**src/hw/rtl/gte_dly.sv**
```systemverilog
// ----------------------------------------------------------------------------
// gte_dly: stallable delay line
// Holds a value for N pipeline advances to line it up with other paths.
// ----------------------------------------------------------------------------
module gte_dly #(
  parameter int W = 64,
  parameter int N = 2
) (
  input  logic         clk,
  input  logic         en,
  input  logic [W-1:0] d,
  output logic [W-1:0] q
);

  logic [W-1:0] sr [N];

  // shift on every pipeline advance
  always_ff @(posedge clk) begin
    if (en) begin
      sr[0] <= d;
      for (int i = 1; i < N; i++) sr[i] <= sr[i-1];
    end
  end

  assign q = sr[N-1];

endmodule

```
**config.mk**
```make
export PLATFORM = sky130hd
export DESIGN_NAME = gte_dly
export DESIGN_NICKNAME = d
export VERILOG_FILES = /design/src/hw/rtl/gte_dly.sv
export SDC_FILE = /design/constraint.sdc
export NUM_CORES = 1
export LEC_CHECK = 0
export BUFFER_PORTS_ARGS = -buffer_cell sky130_fd_sc_hd__buf_4
export CAP_MARGIN = 25
export CORE_MARGIN = 10
export CORE_UTILIZATION = 30
export CTS_CLUSTER_DIAMETER = 100
export DETAILED_ROUTE_END_ITERATION = 10
export GPL_TIMING_DRIVEN = 1
export PLACE_DENSITY = 0.49
export SLEW_MARGIN = 20
export SYNTH_ARGS = -nofsm -noshare
export SYNTH_HDL_FRONTEND = slang
export SYNTH_SLANG_ARGS = --single-unit
```
**constraint.sdc**
```tcl
create_clock -name clk -period 0.8 [get_ports clk]
set_input_delay 0.2 -clock clk [delete_from_list [all_inputs] [get_ports clk]]
set_output_delay 0.2 -clock clk [all_outputs]
set_load 0.1 [all_outputs]
```
==> results.cfg <==
[power_and_ir_drop]
p_per_area_mw_per_mm2 = 2780
peakVddDrop_v = 0.00178
p_int_mw = 13.6
switching_share_pct = 25.4
pwr-share-seq_pct = 44.5
leakage_nw = 2.52
p_comb_share_pct = 14.9
power.share.clock_pct = 40.6
switchingPower_mw = 4.65

[cells_and_area]
stdcell_area_mm2 = 0.00656
final_cells = 537
reg_top3 = sr: 128 flops
largest_register_ffs = 128
fillers = 1170
regMostFlops = sr
multiInputGateArea_um2 = 0
seq_area_mm2 = 0.00384
multi_input_gates = 0
drive_above_1_share_pct = 44.7
final_nets = 409
area_delta_synth_final_pct = 51.6

[placement]
dp.cells = 440
hpwl_um = 5300
portBuffers = 129
dpl_cell_area_mm2 = 0.00510
gp_congestion = 0.667

[global_routing]
grt_pass1_wl_um = 12300
grt_pass1_vias = 2238
grt-ovfl-total = 0
grt_max_degree = 51
antenna_found_initial = 1
track_usage_pct = 8.32

[floorplan]
die_w_um = 140
die_height_um = 140
ios = 130
row_count = 43
die_area_mm2 = 0.0196
design.core.area_mm2 = 0.0140
initial_utilization_pct = 30.9

[timing]
rsz0062_at_grt = true
slew_viol_final = 0
tightest_slew_ns = 0.270
fin_crit_sh_pct = 152
hold_viol = 0
period_needed_ns = 1.22
setup_slack_ns = -0.420
tns_ns = -24.63
fin_skew_ns = 0.00505
whs_ns = 0.307
slew_headroom_pct = 82.0
finalSetupViolations = 64
max_freq_mhz = 820

[route]
via_count = 1990
dr.pass1.iters = 6
route.detailed.drc = 0
finalWirelength_um = 7840
drtAntennaViolNets = 0
drt_iter0_drc = 75
vias_per_cell = 3.71
avgRoutedWirePerCell_um = 14.6

[yosys]
synth-seq-area-share_pct = 88.9
avgSynthCellArea_um2 = 22.5
netlist_area_mm2 = 0.00432
syn_inst = 192
yosysUniqueCellTypes = 2
yosys_warnings = 0
ys_ff_latch = 128
synth_fp_nets = 258

[clock_network]
htreeDepth = 4
cts_buffers = 17
root_buffer = clkbuf_16
numClockSinks = 128
tritoncts = built
clk_latency_ns = 0.41
cts_buffer_depth = 2
clk_pin_slew_ns = 0.06

[hold_path]
hp-class = in -> reg

[setup_path]
critPathMaxStageDelay_ns = 0.41
crit_buf_inv = 1
worst_ep_required_time_ns = 0.60
crit_slowest_cell = edfxtp_1
arrival_ns = 1.02
crit_fanout = 1
path_cells = buf_6
startpoint_type = flop
critPathKind = reg -> out
path_delay_family = flip-flops
end_kind = output port

[outcome]
status = finished, violations left
violations = setup timing

[job]
cap_violations = 0
==> layout by cell type (no fill, tap or decap), drive strengths merged <==
cell type / Yosys / routed
buf: 64 / 132
bufinv: 0 / 3
clkbuf: 0 / 18
clkinv: 0 / 8
clkinvlp: 0 / 3
diode: 0 / 1
dlygate4sd3: 0 / 64
edfxtp: 128 / 128
==> cell type report <==
type,count,share of cell area (%)
clock inverters,14,2.25
flip-flops and latches,128,58.6
well taps,180,3.43
repair buffers,196,29.1
clock buffers,18,6.54
diodes,1,0.0382
==> synth_stat cells (all sizes together) <==
library cell / n / share of area [%]
edfxtp: 128 / 89
buf: 64 / 11
==> logic make-up after synthesis <==
family / synth area share (%)
flops: 88.9
buf+inv: 11.1
==> worst paths after layout <==
check	startpoint	endpoint	slack, ns	cells after the start
max reg2reg	sr[0][46]	sr[0][110]	0.16	0
min	en	sr[0][109]	0.31	2
min reg2reg	sr[0][45]	sr[0][109]	0.41	0
max	sr[0][85]	q[21]	-0.42	1
==> power groups by stage <==
stage / Combinational [mW] / Clock (mW) / Sequential, mW
final: 2.71 / 7.42 / 8.13
after global routing: 2.80 / 7.95 / 8.18
after CTS: 2.74 / 7.65 / 8.14
after detailed placement: 2.35 / 0 / 8.23
after global placement: 2.34 / 0 / 8.20
after floorplan: 1.88 / 0 / 8.18
==> what timing repair did <==
action	CTS	global route
pin swaps	0	0
endpoints found under the hold margin	64	0
endpoints found under the setup margin	64	64
setup buffers	0	0
gates cloned	0	0
gates resized for setup	64	0
hold buffers	64	0
==> through the flow <==
step	worst slack (ns)	utilization, %	power (mW)
floorplan	0.0251	-	10.1
global placement	-0.148	36.4	10.5
detailed placement	-0.167	36.4	10.6
CTS	-0.459	46.9	18.5
global route	-0.461	46.9	18.9
finish	-0.420	46.9	18.3
==> layer usage <==
metal	routed length (um)	global-route usage [%]	up-vias
met5	0	0	-
met4	102	3.91	0
met3	893	5.81	9
met2	3950	12.7	85
met1	2890	8.55	937
li1	-	-	959
No activity file was read; power rests on OpenSTA's default activity.
